**config.mk**
```make
export PLATFORM = sky130hd
export DESIGN_NAME = julia_queue
export DESIGN_NICKNAME = d
export VERILOG_FILES = /design/src/hdl/julia_pkg.sv /design/src/hdl/julia_queue.sv
export SDC_FILE = /design/constraint.sdc
export NUM_CORES = 1
export LEC_CHECK = 0
export BUFFER_PORTS_ARGS = -buffer_cell sky130_fd_sc_hd__buf_2
export CORE_ASPECT_RATIO = 0.75
export CORE_MARGIN = 10
export CORE_UTILIZATION = 52
export CTS_CLUSTER_DIAMETER = 80
export CTS_CLUSTER_SIZE = 10
export DETAILED_ROUTE_END_ITERATION = 12
export GPL_ROUTABILITY_DRIVEN = 0
export PLACE_DENSITY_LB_ADDON = 0.12
export SLEW_MARGIN = 30
export SYNTH_ARGS = -nofsm -noshare
export SYNTH_HDL_FRONTEND = slang
export SYNTH_SLANG_ARGS = --single-unit
```
**constraint.sdc**
```tcl
create_clock -name clock -period 4.1 [get_ports clock]
set_input_delay 0.82 -clock clock [delete_from_list [all_inputs] [get_ports clock]]
set_output_delay 0.82 -clock clock [all_outputs]
set_load 0.05 [all_outputs]
```
**src/hdl/julia_pkg.sv**
```systemverilog
// Shared constants, types and register codes for the Julia escape-time pixel engine.
package julia_pkg;

   // Field and arithmetic widths.
   localparam int COORD_BITS = 12;
   localparam int FRAC_BITS  = 26;
   localparam int COUNT_BITS = 16;
   localparam int ZBITS      = FRAC_BITS + 6;
   localparam int ZOOM_W     = 16;
   localparam int ORG_W      = 32;
   localparam int ITER_W     = 16;
   localparam int COLOR_W    = 8;

   // Configuration port.
   localparam int CSR_IDX_W  = 3;
   localparam int CSR_DATA_W = 32;
   localparam logic [CSR_IDX_W-1:0] CSR_ZOOM           = 3'd0;
   localparam logic [CSR_IDX_W-1:0] CSR_ORIGIN_REAL    = 3'd1;
   localparam logic [CSR_IDX_W-1:0] CSR_ORIGIN_IMAG    = 3'd2;
   localparam logic [CSR_IDX_W-1:0] CSR_MAX_ITERATIONS = 3'd3;
   localparam logic [CSR_IDX_W-1:0] CSR_COLOR_MODE     = 3'd4;

   // Reset values of the configuration registers.
   localparam logic [ZOOM_W-1:0] ZOOM_RESET     = 16'd256;
   localparam logic [ITER_W-1:0] MAX_ITER_RESET = 16'd255;

   // Divider for the plane mapping: dividend is the coordinate shifted by the fraction.
   localparam int DIV_W = COORD_BITS + FRAC_BITS;
   localparam int REM_W = ZOOM_W + 1;
   localparam int DCNT_W = $clog2(DIV_W);
   localparam int SUM_W = ((ZBITS > ORG_W) ? ZBITS : ORG_W) + 1;

   // Iteration datapath widths.
   localparam int PROD_W = 2 * ZBITS;
   localparam int ACC_W  = PROD_W + 2;
   localparam int ESC_BIT = 2 * FRAC_BITS + 2;

   // Saturation limits of a z component.
   localparam longint ZMAX = (longint'(1) <<< (ZBITS - 1)) - 1;
   localparam longint ZMIN = -ZMAX - 1;

   // The constant c, rounded to the fixed-point grid, and aligned to the product scale.
   localparam longint C_RE = (285 * (longint'(1) <<< FRAC_BITS) + 500) / 1000;
   localparam longint C_IM = ((longint'(1) <<< FRAC_BITS) + 50) / 100;
   localparam logic signed [ACC_W-1:0] CRE_SH = ACC_W'(C_RE) <<< FRAC_BITS;
   localparam logic signed [ACC_W-1:0] CIM_SH = ACC_W'(C_IM) <<< FRAC_BITS;

   // Queue between the mapping front end and the iteration engine.
   localparam int QDEPTH  = 2;
   localparam int QPTR_W  = (QDEPTH > 1) ? $clog2(QDEPTH) : 1;
   localparam int QCNT_W  = $clog2(QDEPTH + 1);

   // A mapped pixel waiting for iteration.
   typedef struct packed {
      logic [COORD_BITS-1:0]   x;
      logic [COORD_BITS-1:0]   y;
      logic signed [ZBITS-1:0] zr;
      logic signed [ZBITS-1:0] zi;
   } start_type;

   // A finished pixel.
   typedef struct packed {
      logic [COORD_BITS-1:0] out_x;
      logic [COORD_BITS-1:0] out_y;
      logic                  write_enable;
      logic [COLOR_W-1:0]    red;
      logic [COLOR_W-1:0]    green;
      logic [COLOR_W-1:0]    blue;
      logic [COUNT_BITS-1:0] iteration_count;
   } result_type;

endpackage

```
**src/hdl/julia_queue.sv**
```systemverilog
// Two-entry queue of mapped pixels between the front end and the iteration engine.
module julia_queue (
   input  logic                 clock,
   input  logic                 reset,
   input  logic                 push,
   output logic                 full,
   input  julia_pkg::start_type wr_data,
   input  logic                 pop,
   output logic                 empty,
   output julia_pkg::start_type rd_data
);

   julia_pkg::start_type              entry_ff [julia_pkg::QDEPTH];
   logic [julia_pkg::QPTR_W-1:0]      wr_ptr_ff, wr_ptr_in, rd_ptr_ff, rd_ptr_in;
   logic [julia_pkg::QCNT_W-1:0]      cnt_ff, cnt_in;
   logic                              do_push, do_pop;

   assign full    = (cnt_ff == julia_pkg::QCNT_W'(julia_pkg::QDEPTH));
   assign empty   = (cnt_ff == '0);
   assign do_push = push && !full;
   assign do_pop  = pop && !empty;
   assign rd_data = entry_ff[rd_ptr_ff];

   // Pointer and fill-count update with wrap at the queue depth.
   always_comb begin
      wr_ptr_in = wr_ptr_ff;
      rd_ptr_in = rd_ptr_ff;
      cnt_in    = cnt_ff;
      if (do_push) begin
         wr_ptr_in = (wr_ptr_ff == julia_pkg::QPTR_W'(julia_pkg::QDEPTH - 1)) ?
                     '0 : wr_ptr_ff + 1'b1;
      end
      if (do_pop) begin
         rd_ptr_in = (rd_ptr_ff == julia_pkg::QPTR_W'(julia_pkg::QDEPTH - 1)) ?
                     '0 : rd_ptr_ff + 1'b1;
      end
      if (do_push && !do_pop) begin
         cnt_in = cnt_ff + 1'b1;
      end else if (do_pop && !do_push) begin
         cnt_in = cnt_ff - 1'b1;
      end
   end

   always_ff @(posedge clock) begin
      if (reset) begin
         wr_ptr_ff <= '0;
         rd_ptr_ff <= '0;
         cnt_ff    <= '0;
      end else begin
         wr_ptr_ff <= wr_ptr_in;
         rd_ptr_ff <= rd_ptr_in;
         cnt_ff    <= cnt_in;
      end
      if (do_push) begin
         entry_ff[wr_ptr_ff] <= wr_data;
      end
   end

   // The fill count never passes the depth.
   assert property (@(posedge clock) disable iff (reset)
      cnt_ff <= julia_pkg::QCNT_W'(julia_pkg::QDEPTH))
      else $error("queue fill count exceeded depth");

endmodule

```
# Yosys cells after proc, flatten, opt, wreduce, memory -nomap -nowiden
# Memory sizes are Yosys's and may differ from the RTL's. A register that Yosys moved wholly into a read port is not among the register bits.
# Index checks and enable logic that the tools add are counted.
[op_classes]
n_mux = 8
addsub = 4
n_reduce_logical = 10
eq_ne = 1
[op_table]
columns = ["operator", "n"]
rows = [
  ["two-way mux 1 bit", 6],
  ["logical AND 1 bit", 4],
  ["logical NOT 1 bit", 4],
  ["two-way mux 2 bit", 2],
  ["adder 1 bit (second input constant)", 2],
  ["adder 2 x 1 -> 2 bit (second input constant)", 1],
  ["equality test 2 bit (second input constant)", 1],
  ["logical NOT 2 bit", 1],
  ["nonzero test 2 bit", 1],
  ["subtractor 2 x 1 -> 2 bit (second input constant)", 1],
]
[word_totals]
memories = 1
mem_bits_rw = 176
output_inout_bits = 90
elab_cells = 27
reg_bits = 4
[memory_table]
columns = ["memory", "words", "width", "read_ports", "rd_ports_with_merged_regs", "wr", "line", "source"]
rows = [
  ["entry_ff", 2, 88, 1, 1, 1, "julia_queue.sv:13", "julia_pkg::start_type entry_ff [julia_pkg::QDEPTH];"],
]

# Depth between registers and ports, before layout
[depth]
word_depth = 7
mapped_depth = 6

# Least setup slack after synthesis
# Ideal clock, no wire load.
[synth_path]
kind = "in2reg"
from = "input push"
to = "memory entry_ff[1][0] (netlist bit), enable pin"
n_path_buf = 0
required_ns = 3.643
cell_stages = 3
setup_slack_ns = 0.585
setup_ns = 0.457
t_arrival_ns = 3.058
path_cell_list = "inv_1 -> nor2_1 -> and2_1"
[synth_between]
elab_chain_cells = 3
[synth_lines]
columns = ["item", "line", "source"]
rows = [
  ["from (decl)", "julia_queue.sv:5", "input logic push,"],
  ["logical AND 1 bit", "julia_queue.sv:20", "assign do_push = push && !full;"],
  ["net do_push", "julia_queue.sv:16", "logic do_push, do_pop;"],
  ["two-way mux 1 bit", "julia_queue.sv:54", "if (do_push) begin"],
  ["two-way mux 1 bit (not written as such)", "julia_queue.sv:55", "entry_ff[wr_ptr_ff] <= wr_data;"],
  ["to (decl)", "julia_queue.sv:13", ""],
]
# The timed path passes the listed nets, and every way through them passes these cells.

==> impl.org <==
** STA
- At the pin with the least slew margin, the transition time is 0.787 ns.
- Final critical-path required period :: 3.05 ns
- In this run the tightest slew margin relative to its limit is 0.475.
- For the final database, setup skew stands at 0.00528 ns.
- Worst setup slack after layout :: 1.05 ns
- Hold is met by 0.500 ns.
- Number of hold violations in the final report :: 0
- Max Slew Vio Count :: 0
- Setup violations remaining at the end of the flow were counted as 0.
- Total negative slack for setup checks :: 0 ns
- Setup repair after global routing left no endpoint under its margin.
- Of the available clock period, the critical path in the final layout requires 0.744.
- Derived from the worst setup path, the maximum achievable clock frequency is 0.328 GHz.

** Min path
- Hold Crit Start :: wr_ptr_ff
- Number of stages on the worst hold path :: 2
- Endpoint of the worst hold path :: wr_ptr_ff
- The tightest min-delay check is of the reg -> reg type.

** Global route
- Layer with the highest usage after global routing :: met2
- Grt ovf :: 0
- For met3 alone, demand over resource in global routing was 0.0642.
- Entering global routing, the biggest net connects 49 pins.
- For this run, the total global-route usage over all layers was measured as 0.149.
- Met1 Track Usage GR :: 0.174
- First-pass GRT wire length :: 20200 µm
- The number of global-route vias before repair came to 3660.
- Antenna violations before repair :: 2
- Met2 layer usage reported by global route :: 0.239

** Floorplanning
- In this run the horizontal extent of the chip is 151 µm.
- After floorplanning, the core was sized to cover 0.0124 mm².
- Row count :: 35
- 182 I/O pins were placed.
- The initial utilization of the core area, before any placement, comes to 0.536.
- Height of the chip :: 118 µm
- Die footprint :: 0.0177 mm²

** Routing
- Violation count after the first detailed-routing iteration :: 169
- Post-route DRC :: 0
- Summed over all layers, the routed wires come to 13300 µm.
- Across all layers, the routed design uses 3351 vias.
- In the final routed layout, each cell accounts on average for 19.8 µm.
- In the routed layout, each cell is associated on average with a via count of 4.99.
- Detailed-router iteration count before antenna repair :: 4
- Number of routed nets with antenna violations :: 0

** Setup path
- Worst Path Arrival :: 2.23 ns
- Highest fanout seen on the critical path :: 48
- STA classifies the critical path startpoint as a flip-flop.
- The worst setup path is captured at an output port.
- The worst setup path is of the reg -> out kind.
- The startpoint identified for the worst register-to-register timing path is cnt_ff[0].
- The worst register-to-register path has a setup slack of 1.94 ns.
- Worst endpoint required time :: 3.28 ns
- On the worst path, the slowest cell contributes a delay of 0.81 ns.
- For the worst flop-to-flop path, the logic depth is 4.
- For this design, the slowest cell found on the critical path is sky130_fd_sc_hd__dfxtp_4.
- Together, buffers and inverters on the worst path number 2.
- In this run the critical register-to-register path is captured at entry_ff[0][36].
- The cell family contributing the most delay on the critical path is flip-flops.
- Traced cell by cell, the critical path runs through buf_12, mux2_2, buf_2.

** Placement
- The placed instances occupy a cell area of 0.00775 mm².
- Before CTS, the worst setup slack after placement is 1.46 ns.
- Port-buffer cells :: 181
- Detailed placement ended at an HPWL of 9290 µm.

** Synthesis
- Synth unique cells :: 15
- Top-area cell type share of the netlist area :: 0.795
- Top post-synthesis cells by area :: sky130_fd_sc_hd__edfxtp_1, sky130_fd_sc_hd__mux2_2, sky130_fd_sc_hd__mux2_4, sky130_fd_sc_hd__dfxtp_1, sky130_fd_sc_hd__buf_6
- The cell area that synthesis handed to floorplanning was 0.00664 mm².
- Register bit count reported by yosys :: 181
- Counting every net in the synthesized netlist gives 392.
- After synthesis, the mean cell area works out to 22.2 µm².
- For this run, the number of Yosys warnings is 0.
- Cell taking the most area after synthesis :: sky130_fd_sc_hd__edfxtp_1
- Number of standard cells after synthesis :: 299
- Of the synthesized area, sequential elements account for 0.811.

** Clock network
- Count of hold-fix buffers inserted at cts :: 0
- No sink is reached through more buffers than the 2 on the longest clock path.
- Post-CTS repair changed the size of 0 cells.
- CTS root buf :: sky130_fd_sc_hd__clkbuf_16
- After clock tree synthesis, the clock-pin slew on the worst setup and hold paths is 0.06 ns.
- Number of buffers added for setup after CTS :: 0
- Clk_lat worst skew :: 0.41 ns
- TritonCTS created 17 clock buffers.
- TritonCTS clock tree :: done
- CTS sink count :: 181
- CTS HTree Levels :: 4

** Cells and area
- Summing all flip-flop and latch instances after layout gives 0.00539 mm².
- Final-layout fill cell count :: 861
- The area growth from synthesis to layout is 25.6%.
- Share of layout cells above drive strength 1 :: 0.603
- Post-layout instance area :: 0.00834 mm²
- # nets final :: 585
- The library cells used most frequently in the layout, excluding fill and tap cells, are sky130_fd_sc_hd__buf_2, sky130_fd_sc_hd__edfxtp_1, sky130_fd_sc_hd__mux2_2.
- Most common cell after layout, fill and taps aside :: sky130_fd_sc_hd__buf_2
- In the final layout, the multi-input gates occupy 0.00118 mm².

** Status
- The run finished with clean final reports.

** Power and ir drop
- Logic gate share of total power :: 0.343
- Clk network pwr share :: 0.259
- The share of total power dissipated in sequential elements is 0.398.
- Leak Pwr :: 3.14 nW
- Internal power component :: 3.89 mW
- Fraction of power spent switching nets :: 0.371
- Net Switching :: 2.29 mW
- Peak VDD IR :: 0.460 mV
- Pwr per Cell Area :: 741 mW/mm²

** Job
- Across the run, the number of max-cap violations was 0.
per-layer routing:
metal	vias up	wire length [µm]
met4	0	159
met3	17	1160
met5	-	0
met2	121	6490
li1	1571	-
met1	1642	5520
Yosys cell counts, drive strengths merged:
library cell,instances
inv,2
buf,10
xor2,3
edfxtp,176
nor2,5
and2,1
o21ai,3
mux2,88
ha,1
or3,2
dfxtp,5
a21oi,2
nor2b,1
logic make-up (layout without fill, tap and decap cells):
logic type                 Yosys count  after routing  synth area share
DFF                                181            181             0.811
muxes                               88             88             0.160
buffers and inverters               12            217            0.0124
and+or+nand+nor                      9              9           0.00697
AOI/OAI and AO/OA                    5              5           0.00377
xor gates and xnor gates             3              3           0.00396
adders and majority gates            1              1           0.00188
other                                0              2                 0
flip-flops by register name (all words and copies together), names as in the netlist, named ones only:
register   cells
rd_ptr_ff      1
wr_ptr_ff      1
entry_ff     176
cnt_ff         2
power groups by stage:
stage / logic, mW / clock network [mW] / registers [mW]
floorplan: 1.75 / 0 / 2.42
global placement: 2.14 / 0 / 2.49
detailed placement: 2.15 / 0 / 2.50
CTS: 2.16 / 1.63 / 2.46
global route: 2.23 / 1.71 / 2.49
finish: 2.12 / 1.60 / 2.46
area by class of cell:
type,instances,area share
Antenna cell,2,0.000600
Clock buffer,17,0.0510
Clock inverter,14,0.0193
Inverter,2,0.00105
Multi-Input combinational cell,106,0.141
Sequential cell,181,0.646
Tap cell,166,0.0249
Timing Repair Buffer,184,0.116
metrics by stage:
step           utilization  std cells  power (mW)
6_report             0.673        672        6.18
5_1_grt              0.673        670        6.43
4_1_cts              0.673        670        6.25
3_5_place_dp         0.625        639        4.66
3_3_place_gp         0.625        639        4.63
2_1_floorplan            -        299        4.18
how the worst max path moves through the flow:
stage / from / end / slack, ns / cells past startpoint
3_3_place_gp: flip-flop / rd_data[4] / 1.45 / 3
3_5_place_dp: push / entry_ff[0][40] / 1.46 / 5
4_1_cts: flip-flop / rd_data[4] / 1.01 / 3
5_1_grt: flip-flop / rd_data[4] / 0.94 / 3
2_1_floorplan: push / entry_ff[1][0] / 0.58 / 3
6_report: flip-flop / rd_data[15] / 1.05 / 3
worst min-delay path, cell delays in order (launching register included):
cell                      delay, ns
sky130_fd_sc_hd__dfxtp_1       0.32
sky130_fd_sc_hd__o21ai_0       0.07
sky130_fd_sc_hd__a21oi_1       0.06
Power figures use the tool's default switching activity.
