File: src/hdl/julia_pkg.sv
// Shared constants, types and register codes for the Julia escape-time pixel engine.
package julia_pkg;

   // Field and arithmetic widths.
   localparam int COORD_BITS = 12;
   localparam int FRAC_BITS  = 26;
   localparam int COUNT_BITS = 16;
   localparam int ZBITS      = FRAC_BITS + 6;
   localparam int ZOOM_W     = 16;
   localparam int ORG_W      = 32;
   localparam int ITER_W     = 16;
   localparam int COLOR_W    = 8;

   // Configuration port.
   localparam int CSR_IDX_W  = 3;
   localparam int CSR_DATA_W = 32;
   localparam logic [CSR_IDX_W-1:0] CSR_ZOOM           = 3'd0;
   localparam logic [CSR_IDX_W-1:0] CSR_ORIGIN_REAL    = 3'd1;
   localparam logic [CSR_IDX_W-1:0] CSR_ORIGIN_IMAG    = 3'd2;
   localparam logic [CSR_IDX_W-1:0] CSR_MAX_ITERATIONS = 3'd3;
   localparam logic [CSR_IDX_W-1:0] CSR_COLOR_MODE     = 3'd4;

   // Reset values of the configuration registers.
   localparam logic [ZOOM_W-1:0] ZOOM_RESET     = 16'd256;
   localparam logic [ITER_W-1:0] MAX_ITER_RESET = 16'd255;

   // Divider for the plane mapping: dividend is the coordinate shifted by the fraction.
   localparam int DIV_W = COORD_BITS + FRAC_BITS;
   localparam int REM_W = ZOOM_W + 1;
   localparam int DCNT_W = $clog2(DIV_W);
   localparam int SUM_W = ((ZBITS > ORG_W) ? ZBITS : ORG_W) + 1;

   // Iteration datapath widths.
   localparam int PROD_W = 2 * ZBITS;
   localparam int ACC_W  = PROD_W + 2;
   localparam int ESC_BIT = 2 * FRAC_BITS + 2;

   // Saturation limits of a z component.
   localparam longint ZMAX = (longint'(1) <<< (ZBITS - 1)) - 1;
   localparam longint ZMIN = -ZMAX - 1;

   // The constant c, rounded to the fixed-point grid, and aligned to the product scale.
   localparam longint C_RE = (285 * (longint'(1) <<< FRAC_BITS) + 500) / 1000;
   localparam longint C_IM = ((longint'(1) <<< FRAC_BITS) + 50) / 100;
   localparam logic signed [ACC_W-1:0] CRE_SH = ACC_W'(C_RE) <<< FRAC_BITS;
   localparam logic signed [ACC_W-1:0] CIM_SH = ACC_W'(C_IM) <<< FRAC_BITS;

   // Queue between the mapping front end and the iteration engine.
   localparam int QDEPTH  = 2;
   localparam int QPTR_W  = (QDEPTH > 1) ? $clog2(QDEPTH) : 1;
   localparam int QCNT_W  = $clog2(QDEPTH + 1);

   // A mapped pixel waiting for iteration.
   typedef struct packed {
      logic [COORD_BITS-1:0]   x;
      logic [COORD_BITS-1:0]   y;
      logic signed [ZBITS-1:0] zr;
      logic signed [ZBITS-1:0] zi;
   } start_type;

   // A finished pixel.
   typedef struct packed {
      logic [COORD_BITS-1:0] out_x;
      logic [COORD_BITS-1:0] out_y;
      logic                  write_enable;
      logic [COLOR_W-1:0]    red;
      logic [COLOR_W-1:0]    green;
      logic [COLOR_W-1:0]    blue;
      logic [COUNT_BITS-1:0] iteration_count;
   } result_type;

endpackage

File: src/hdl/julia_front.sv
// Front end: accepts a pixel and maps it onto the complex plane with a bit-serial divider.
module julia_front (
   input  logic                                  clock,
   input  logic                                  reset,
   input  logic                                  push,
   output logic                                  full,
   input  logic [julia_pkg::COORD_BITS-1:0]      pixel_x,
   input  logic [julia_pkg::COORD_BITS-1:0]      pixel_y,
   input  logic [julia_pkg::ZOOM_W-1:0]          zoom,
   input  logic signed [julia_pkg::ORG_W-1:0]    origin_real,
   input  logic signed [julia_pkg::ORG_W-1:0]    origin_imag,
   output logic                                  q_push,
   input  logic                                  q_full,
   output julia_pkg::start_type                  q_data
);

   typedef enum logic [1:0] {ST_IDLE, ST_DIV, ST_SEND} state_type;

   state_type                               state_ff, state_in;
   logic [julia_pkg::DCNT_W-1:0]            cnt_ff, cnt_in;
   logic [julia_pkg::REM_W-1:0]             div_ff, div_in;
   logic [julia_pkg::REM_W-1:0]             remx_ff, remx_in, remy_ff, remy_in;
   logic [julia_pkg::DIV_W-1:0]             quox_ff, quox_in, quoy_ff, quoy_in;
   logic [julia_pkg::COORD_BITS-1:0]        x_ff, x_in, y_ff, y_in;

   // One restoring division step: shift in the next dividend bit, subtract if it fits.
   function automatic logic [julia_pkg::REM_W+julia_pkg::DIV_W-1:0] div_step(
      input logic [julia_pkg::REM_W-1:0] rem,
      input logic [julia_pkg::DIV_W-1:0] quo,
      input logic [julia_pkg::REM_W-1:0] dvs);
      logic [julia_pkg::REM_W-1:0] trial;
      logic                        ge;
      trial = {rem[julia_pkg::REM_W-2:0], quo[julia_pkg::DIV_W-1]};
      ge    = (trial >= dvs);
      return {(ge ? trial - dvs : trial), quo[julia_pkg::DIV_W-2:0], ge};
   endfunction

   // Clamp the quotient, add the origin and saturate to the z format.
   function automatic logic signed [julia_pkg::ZBITS-1:0] start_coord(
      input logic [julia_pkg::DIV_W-1:0]       q,
      input logic signed [julia_pkg::ORG_W-1:0] org);
      logic [julia_pkg::ZBITS-2:0]        qc;
      logic signed [julia_pkg::SUM_W-1:0] sum;
      qc  = (|q[julia_pkg::DIV_W-1:julia_pkg::ZBITS-1]) ? '1 : q[julia_pkg::ZBITS-2:0];
      sum = julia_pkg::SUM_W'($signed({1'b0, qc})) + julia_pkg::SUM_W'(org);
      if (sum > julia_pkg::SUM_W'(julia_pkg::ZMAX)) begin
         return julia_pkg::ZBITS'(julia_pkg::ZMAX);
      end else if (sum < julia_pkg::SUM_W'(julia_pkg::ZMIN)) begin
         return julia_pkg::ZBITS'(julia_pkg::ZMIN);
      end
      return julia_pkg::ZBITS'(sum);
   endfunction

   assign full   = (state_ff != ST_IDLE);
   assign q_push = (state_ff == ST_SEND);

   // The mapped point is formed from the finished quotients while it waits for the queue.
   always_comb begin
      q_data.x  = x_ff;
      q_data.y  = y_ff;
      q_data.zr = start_coord(quox_ff, origin_real);
      q_data.zi = start_coord(quoy_ff, origin_imag);
   end

   // Next-state logic: load on accept, divide one bit per cycle, then hand off.
   always_comb begin
      state_in = state_ff;
      cnt_in   = cnt_ff;
      div_in   = div_ff;
      remx_in  = remx_ff;
      remy_in  = remy_ff;
      quox_in  = quox_ff;
      quoy_in  = quoy_ff;
      x_in     = x_ff;
      y_in     = y_ff;
      case (state_ff)
         ST_IDLE: begin
            if (push) begin
               x_in     = pixel_x;
               y_in     = pixel_y;
               // A zero zoom behaves as one.
               div_in   = (zoom == '0) ? julia_pkg::REM_W'(1) : julia_pkg::REM_W'(zoom);
               remx_in  = '0;
               remy_in  = '0;
               quox_in  = {pixel_x, {julia_pkg::FRAC_BITS{1'b0}}};
               quoy_in  = {pixel_y, {julia_pkg::FRAC_BITS{1'b0}}};
               cnt_in   = julia_pkg::DCNT_W'(julia_pkg::DIV_W - 1);
               state_in = ST_DIV;
            end
         end
         ST_DIV: begin
            {remx_in, quox_in} = div_step(remx_ff, quox_ff, div_ff);
            {remy_in, quoy_in} = div_step(remy_ff, quoy_ff, div_ff);
            cnt_in = cnt_ff - 1'b1;
            if (cnt_ff == '0) begin
               state_in = ST_SEND;
            end
         end
         ST_SEND: begin
            if (!q_full) begin
               state_in = ST_IDLE;
            end
         end
         default: begin
            state_in = ST_IDLE;
         end
      endcase
   end

   // State and datapath registers; only the state is reset.
   always_ff @(posedge clock) begin
      if (reset) begin
         state_ff <= ST_IDLE;
      end else begin
         state_ff <= state_in;
      end
      cnt_ff  <= cnt_in;
      div_ff  <= div_in;
      remx_ff <= remx_in;
      remy_ff <= remy_in;
      quox_ff <= quox_in;
      quoy_ff <= quoy_in;
      x_ff    <= x_in;
      y_ff    <= y_in;
   end

   // The partial remainders always stay below the divisor.
   assert property (@(posedge clock) disable iff (reset)
      (state_ff == ST_DIV) |-> (remx_ff < div_ff && remy_ff < div_ff))
      else $error("division remainder reached the divisor");

endmodule

File: config.mk
export PLATFORM = sky130hd
export DESIGN_NAME = julia_front
export DESIGN_NICKNAME = d
export VERILOG_FILES = /design/src/hdl/julia_pkg.sv /design/src/hdl/julia_front.sv
export SDC_FILE = /design/constraint.sdc
export NUM_CORES = 1
export LEC_CHECK = 0
export BUFFER_PORTS_ARGS = -buffer_cell sky130_fd_sc_hd__buf_2
export CAP_MARGIN = 10
export CORE_MARGIN = 3
export CORE_UTILIZATION = 50
export CTS_CLUSTER_SIZE = 40
export DETAILED_ROUTE_END_ITERATION = 8
export GPL_TIMING_DRIVEN = 0
export PLACE_DENSITY_LB_ADDON = 0.1
export SYNTH_ARGS = -nofsm -noshare
export SYNTH_HDL_FRONTEND = slang
export SYNTH_SLANG_ARGS = --single-unit
File: constraint.sdc
create_clock -name clock -period 6.6 [get_ports clock]
set_input_delay 0.66 -clock clock [delete_from_list [all_inputs] [get_ports clock]]
set_output_delay 0.66 -clock clock [all_outputs]
set_load 0.05 [all_outputs]
# --- Word-level counts from Yosys, hierarchy flattened ---
# Index checks and enable logic that the tools add are counted.
totals:
  regBits: 156
  latch_bits: 0
  ram_bits: 0
  mem_bits_ro: 0
  input_bits: 108
  out_inout_bits: 90
  word_cells: 62
  memories: 0
op_classes:
  add_sub_neg: 5
  multipliers: 0
  div_mod_pow: 0
  n_lt_le_gt_ge: 6
  eq_ne: 5
  shifts: 0
  n_mux: 27
  bitwise: 0
  n_reduce_logical: 10
op_table:
  columns: ["operator", "n"]
  rows:
  - ["$mux W32", 6]
  - ["$pmux W38 S2", 2]
  - ["$mux W38", 2]
  - ["$add A32 B32 Y33", 2]
  - ["$gt A33 B32 Y1 const B", 2]
  - ["$lt A33 B32 Y1 const B", 2]
  - ["$pmux W16 S2", 2]
  - ["$mux W31", 2]
  - ["$mux W16", 3]
  - ["$ge A17 B16 Y1", 2]
  - ["$sub A16 B16 Y16", 2]
  - ["$logic_not A16 Y1", 1]
  - ["$reduce_or A7 Y1", 2]
  - ["$pmux W6 S2", 1]
  - ["$logic_not A6 Y1", 1]
  - ["$mux W2", 3]
  - ["$mux W6", 1]
  - ["$ne A2 B2 Y1 const B", 3]
  - ["$pmux W2 S3", 1]
  - ["$sub A6 B1 Y6 const B", 1]
  - ["$mux W1", 4]
  - ["$reduce_and A2 Y1", 2]
  - ["$reduce_bool A2 Y1", 2]
  - ["$reduce_and A3 Y1", 1]
  - ["other kinds (3)", 3]

# --- Depth between registers and ports, before layout ---
# Gate-level depths: netlist of run 1.
logic_depth:
  depth_word: 7
  ltp_mapped: 17
  depth_no_buf: 15

# --- Least setup slack after synthesis of run 1 ---
# No wires, ideal clock.
synth_timing:
  path_type: "flip-flop to output port"
  from: "register quox_ff[33] (netlist name)"
  to: "output q_data[48] (netlist name)"
  arrival_time_ps: 4912
  required_time_ps: 5940
  slack_ps: 1028
  stages_incl_launch_ff: 18
  path_buffers: 2
  path_cell_list: "edfxtp_1 -> nor4_1 -> nand2_1 -> clkbuf_1 -> or2_2 -> ha_1 -> inv_1 -> fa_1 -> nor2b_1 -> o31a_1 -> o311ai_1 -> o22ai_1 -> nor4_1 -> o21ai_1 -> a311oi_1 -> and2b_2 -> buf_6 -> o21ai_1"
synth_lines:
  columns: ["item", "line", "text"]
  rows:
  - ["start, declared", "julia_front.sv:23", "logic [julia_pkg::DIV_W-1:0] quox_ff, quox_in, quoy_ff, quoy_in;"]
  - ["start signal, assigned", "julia_front.sv:121", "quox_ff <= quox_in;"]
  - ["end, declared", "julia_front.sv:14", "output julia_pkg::start_type q_data"]

==> results of run 1 <==
==> sequential cells by signal (all words and copies together), names as in the netlist <==
name	cells
cnt_ff	6
state_ff	2
div_ff	16
y_ff	12
remy_ff	16
x_ff	12
quox_ff	38
remx_ff	16
quoy_ff	38
==> metal layers <==
layer  GRT usage  wire length, um
met1       0.328            14000
met4      0.0672              635
met3      0.0285             1280
met2       0.397            14200
met5           0                0
==> stage by stage <==
stage / util / setup slack (ns) / cells
after global routing: 0.600 / 0.343 / 1806
after global placement: 0.571 / 1.01 / 1768
after floorplan: - / 1.03 / 1258
final: 0.600 / 0.699 / 1807
after CTS: 0.600 / 0.711 / 1804
after detailed placement: 0.575 / 1.20 / 1772
==> cells by family after synthesis <==
kind of cell             after synthesis
buffers and inverters                116
AO/OA/AOI/OAI                        306
multiplexers                          18
flip-flops                           156
adder cells (fa/ha/maj)              103
AND/OR/NAND/NOR                      484
XOR/XNOR                              75
==> cell usage after synthesis (all sizes together) (32+ instances only) <==
cell	instances
nand2	156
edfxtp	154
ha	96
a21oi	80
o21ai	79
nor2	77
or2	67
and2	57
clkbuf	55
inv	54
xnor2	43
a21o	37
xor2	32
==> layout make-up <==
class                   instances  area (um^2)
repair buffers                201         1060
inverters                      54          203
flip-flops and latches        156         4660
multi-input cells             986         6520
well taps                     313          392
clock inverters                15          151
clock buffers                  17          425
fillers                      2088         9100
diodes                          3         7.51
plain buffers                  62          255
==> worst max-delay path by stage <==
stage                     slack, ns                startpoint                         to  depth (start not counted)
after detailed placement       1.20     quox_ff[33]$_DFFE_PP_                 q_data[56]                         15
after global placement         1.01  state_ff[1]$_SDFFE_PP0P_  quoy_ff[12]$_SDFFCE_PN0P_                          4
after floorplan                1.03     quox_ff[33]$_DFFE_PP_                 q_data[48]                         17
after CTS                      0.71     quox_ff[33]$_DFFE_PP_                 q_data[56]                         15
final                          0.70     quox_ff[33]$_DFFE_PP_                 q_data[56]                         18
after global routing           0.34     quox_ff[33]$_DFFE_PP_                 q_data[56]                         18
==> where the power goes <==
group | leakage (nW) | internal, mW | switching [mW]
Clock | 0.275 | 0.533 | 0.440
Combinational | 3.90 | 0.480 | 0.908
Sequential | 1.55 | 1.29 | 0.0736
==> impl_metrics.yaml, run 1 <==
outcome:
  outcome: "finished clean"
clocking:
  cts_tree: "built"
  clk_latency_ns: 0.43
  cts_sinks: 156
  hold_buffers: 0
  cts_root_buf: "clkbuf_16"
  cts_setup_buffers: 0
  clockBufferDepth: 2
  cts_made_buffers: 17
  htreeDepth: 4
  cts.clk_slew.worst_paths_ns: 0.07
  cts_resized: 0
routing:
  wl_um: 30200
  vias: 9859
  wire_per_inst_um: 16.7
  dr.first_iter.drc_count: 538
  drt-vias-per-instance: 5.46
  ant_nets: 0
  first_pass_iters: 7
  drcViolationCount: 0
sta:
  slew_viol_final: 0
  fin_skew_ns: 0.00986
  fmax_mhz: 169
  max-slew-margin-rel: 0.450
  worstMarginPinSlew_ns: 0.814
  hold_viol: 0
  fin_crit_sh: 0.894
  fin_crit_ns: 5.90
  final.setup.tns_ns: 0
  setup_viol: 0
  worst_hold_slack_ns: 0.402
  rsz0062_at_grt: "no"
pwr:
  powerDensity_nw_per_um2: 272
  p_leak_nw: 5.72
  vdd_drop_max_mv: 0.188
  p_total_mw: 3.73
final_layout:
  fin_nets: 1686
  area_growth_pct: 17.6
  final_area_um2: 13700
  drive_gt1_frac: 0.207
  most-common-layout-cells: "200 x buf_2, 155 x nand2_1, 154 x edfxtp_1, 96 x ha_1, 80 x a21oi_1"
  final_common_cell: "buf_2"
setup_path:
  r2r_slack_ns: 2.99
  worstPathRequired_ns: 5.94
  cp_top_family: "compound AO/OA/AOI/OAI gates"
  critPathKind: "flop to output port"
  timing.rr.start: "div_ff[1]$_SDFFCE_PN0P_"
  regToRegEndpoint: "remx_ff[6]$_SDFFCE_PN0P_"
  crit_buf_inv: 4
  slowest_stage: "a311oi_1"
  crit_path_start_kind: "flop"
  cp_cell_sequence: "nor4_1 -> nand2_1 -> clkbuf_1 -> or2_2 -> ha_1 -> inv_1 -> fa_1 -> nor2b_1 -> o31a_1 -> o311ai_1 -> o22ai_1 -> nor4_1 -> o21ai_1 -> a311oi_1 -> and2b_2 -> buf_6 -> o21ai_1 -> buf_2"
  crit_arrival_ns: 5.24
  cp_max_fo: 10
  reg2reg_depth: 13
  critPathMaxStageDelay_ns: 0.43
  crit_path_end_kind: "output port"
yosys:
  netlist.area_leader.share: 0.398
  synth-xor-area-share: 0.0565
  synthMuxAreaShare: 0.0159
  ys_seq_elements: 156
  synth-main-ff-cell: "edfxtp_1"
  synth_edf_count: 154
  synthesis.area_um2: 11600
  synthAdderAreaFrac: 0.113
  yosys.area.top_type: "edfxtp_1"
  ys_async_sr_fraction: 0
  synth_nets: 1466
  yosys.area_share.simple: 0.207
  synthesis.yosys.warnings: 0
  ys_types: 69
  ys_seq_area_frac: 0.401
  synth_compound_area_frac: 0.168
  synth_top_family_by_area: "simple AND/OR/NAND/NOR gates"
  synth_cells: 1258
  synth.area.top_cells: "edfxtp_1 40%, ha_1 10%, nand2_1 5.0%"
  syn_area_per_cell_um2: 9.25
grt:
  grt_first_pass_wirelength_um: 47100
  antenna_found_initial: 2
  first_global_vias: 9384
  grt-ovfl-total: 0
  grt_max_degree: 64
  grt_use_total: 0.238
floorplanning:
  placementRows: 55
  dieArea_um2: 25100
  die_h_um: 159
  top_level_ports: 198
  initial_core_util: 0.511
  die-width_um: 159
  core_area_um2: 22800
run:
  cap_viol_max_count: 0
placement:
  gp_congestion: 0.943
  placed_area_um2: 13100
  dp_hpwl_um: 23800
  port_buffers: 197
worst_hold_path:
  holdPathEnd: "state_ff[1]$_SDFFE_PP0P_"
  hold_depth: 2
  min_from: "reset"
  hold_class: "input pin to flop"
Power figures use the tool's default switching activity.
==> inputs of run 2 (changes only) <==
==> constraint.sdc (replaced) <==
create_clock -name clock -period 5.13 [get_ports clock]
set_input_delay 0.513 -clock clock [delete_from_list [all_inputs] [get_ports clock]]
set_output_delay 0.513 -clock clock [all_outputs]
set_load 0.05 [all_outputs]
==> run 2 against run 1 <==
Net effect: the run now ends with negative setup slack left; non-clock buffer count rose by 24; via count rose by 4.9%; setup slack got worse by 0.86 ns; clock skew rose by 0.0015 ns; sequential power rose by 29%; cell area rose by 9.8%; routed wire length rose by 9.8%; global-route usage rose by 0.65 points; register-to-register slack got worse by 1.5 ns; die area did not move; hold slack got worse by 0.14 ns; clock power rose by 28%; largest power group unchanged.
==> impl_metrics.yaml, run 2 (synthesis gave the netlist of run 1 again) <==
outcome:
  outcome: "finished with violations"
  violations: "negative setup slack"
setup_path:
  crit_buf_inv: 3
  critPathMaxStageDelay_ns: 0.45
  crit_arrival_ns: 4.77
  crit_path_end_kind: "output port"
  crit_path_start_kind: "flop"
  worstPathRequired_ns: 4.62
  slowest_stage: "o41a_1"
  cp_cell_sequence: "nor4_4 -> nand2_2 -> clkbuf_16 -> or2_4 -> ha_4 -> o21a_1 -> o21a_1 -> and4_4 -> a221oi_4 -> o31a_1 -> o31a_1 -> o41a_1 -> mux2_4 -> clkbuf_16 -> o21ai_4 -> buf_8"
  cp_top_family: "compound AO/OA/AOI/OAI gates"
  cp_max_fo: 7
  critPathKind: "flop to output port"
clocking:
  cts_tree: "built"
  clk_latency_ns: 0.43
  clockBufferDepth: 2
  cts_made_buffers: 17
  cts_sinks: 156
  htreeDepth: 4
  cts.clk_slew.worst_paths_ns: 0.07
  cts_root_buf: "clkbuf_16"
placement:
  dp_cells: 1772
  port_buffers: 197
  gp_congestion: 0.939
  dp_hpwl_um: 23700
sta:
  fmax_mhz: 189
  fin_crit_ns: 5.29
  setup_viol: 31
  setup_slack_ns: -0.158
  fin_crit_sh: 1.03
  max-slew-margin-rel: 0.497
  hold_viol: 0
  final.setup.tns_ns: -3.68
  slew_viol_final: 0
  fin_skew_ns: 0.0114
  rsz0062_at_grt: "yes"
  worstMarginPinSlew_ns: 0.754
final_layout:
  reg.largest.list: "quox_ff (38), quoy_ff (38)"
  area_growth_pct: 29.0
  fin_nets: 1711
  final_common_cell: "buf_2"
  drive_gt1_frac: 0.279
  most-common-layout-cells: "158 x buf_2, 154 x edfxtp_1, 141 x nand2_1, 77 x a21oi_1"
  final_cells: 1833
grt:
  grt_use_total: 0.244
  grt_first_pass_wirelength_um: 48400
  grt_max_degree: 66
  antenna_found_initial: 3
  grt-ovfl-total: 0
  first_global_vias: 9614
run:
  cap_viol_max_count: 0
routing:
  wl_um: 33100
  vias: 10300
  wire_per_inst_um: 18.1
  first_pass_iters: 5
  dr.first_iter.drc_count: 678
  ant_nets: 0
  drt-vias-per-instance: 5.64
  drcViolationCount: 0
worst_hold_path:
  hold_class: "input pin to flop"
floorplanning:
  die-width_um: 159
  core_area_um2: 22800
  die_h_um: 159
  dieArea_um2: 25100
  top_level_ports: 198
  initial_core_util: 0.511
  placementRows: 55
pwr:
  p_leak_nw: 6.20
  powerDensity_nw_per_um2: 335
  p_total_mw: 5.04
  vdd_drop_max_mv: 0.227
run 2: repair_timing:
item | CTS | global route
pin swaps | 7 | 31
gates cloned | 0 | 6
setup endpoints to repair | 60 | 62
buffers inserted | 4 | 21
endpoints found under the hold margin | 0 | 0
resized for setup | 82 | 162
hold buffers | 0 | 0
run 2: layout make-up:
type,count,area (um^2)
multi-input combinational,987,7220
buffer,56,300
sequential,156,4660
timing repair buffer,231,1650
tap,313,392
fill,1862,7770
clock inverter,13,139
antenna,4,10.0
clock buffer,19,433
inverter,54,203
run 2: metrics by stage:
stage	worst slack, ns	hold WS, ns	area (um^2)	util
after floorplan	0.266	0.501	11600	-
after global placement	-0.450	0.517	13000	0.572
after detailed placement	-0.133	0.524	13100	0.575
after CTS	0.00394	0.252	14000	0.615
after global routing	-0.264	0.253	15000	0.659
final	-0.158	0.264	15000	0.659
run 2: final timing paths:
| kind | from | to | slack [ns] | cells past startpoint |
|---|---|---|---|---|
| worst min register to register | quoy_ff[7]$_SDFFCE_PN0P_ | quoy_ff[8]$_SDFFCE_PN0P_ | 0.54 | 1 |
| worst min-delay path | reset | state_ff[1]$_SDFFE_PP0P_ | 0.26 | 2 |
| worst max-delay path | quox_ff[33]$_DFFE_PP_ | q_data[42] | -0.16 | 16 |
| worst max register to register | div_ff[1]$_SDFFCE_PN0P_ | remx_ff[6]$_SDFFCE_PN0P_ | 1.52 | 13 |
run 2: per-layer routing:
| metal | vias to the layer above | share of wire | GRT usage |
|---|---|---|---|
| met5 | - | 0 | 0 |
| met4 | 0 | 0.030 | 0.0795 |
| met1 | 4923 | 0.45 | 0.337 |
| met3 | 69 | 0.044 | 0.0313 |
| met2 | 323 | 0.48 | 0.400 |
| li1 | 5030 | - | - |
run 2: report_power, final:
part | switching (mW) | internal (mW) | leakage [nW] | total [mW]
registers | 0.101 | 1.66 | 1.55 | 1.76
clock network | 0.533 | 0.720 | 0.280 | 1.25
logic | 1.25 | 0.764 | 4.37 | 2.02
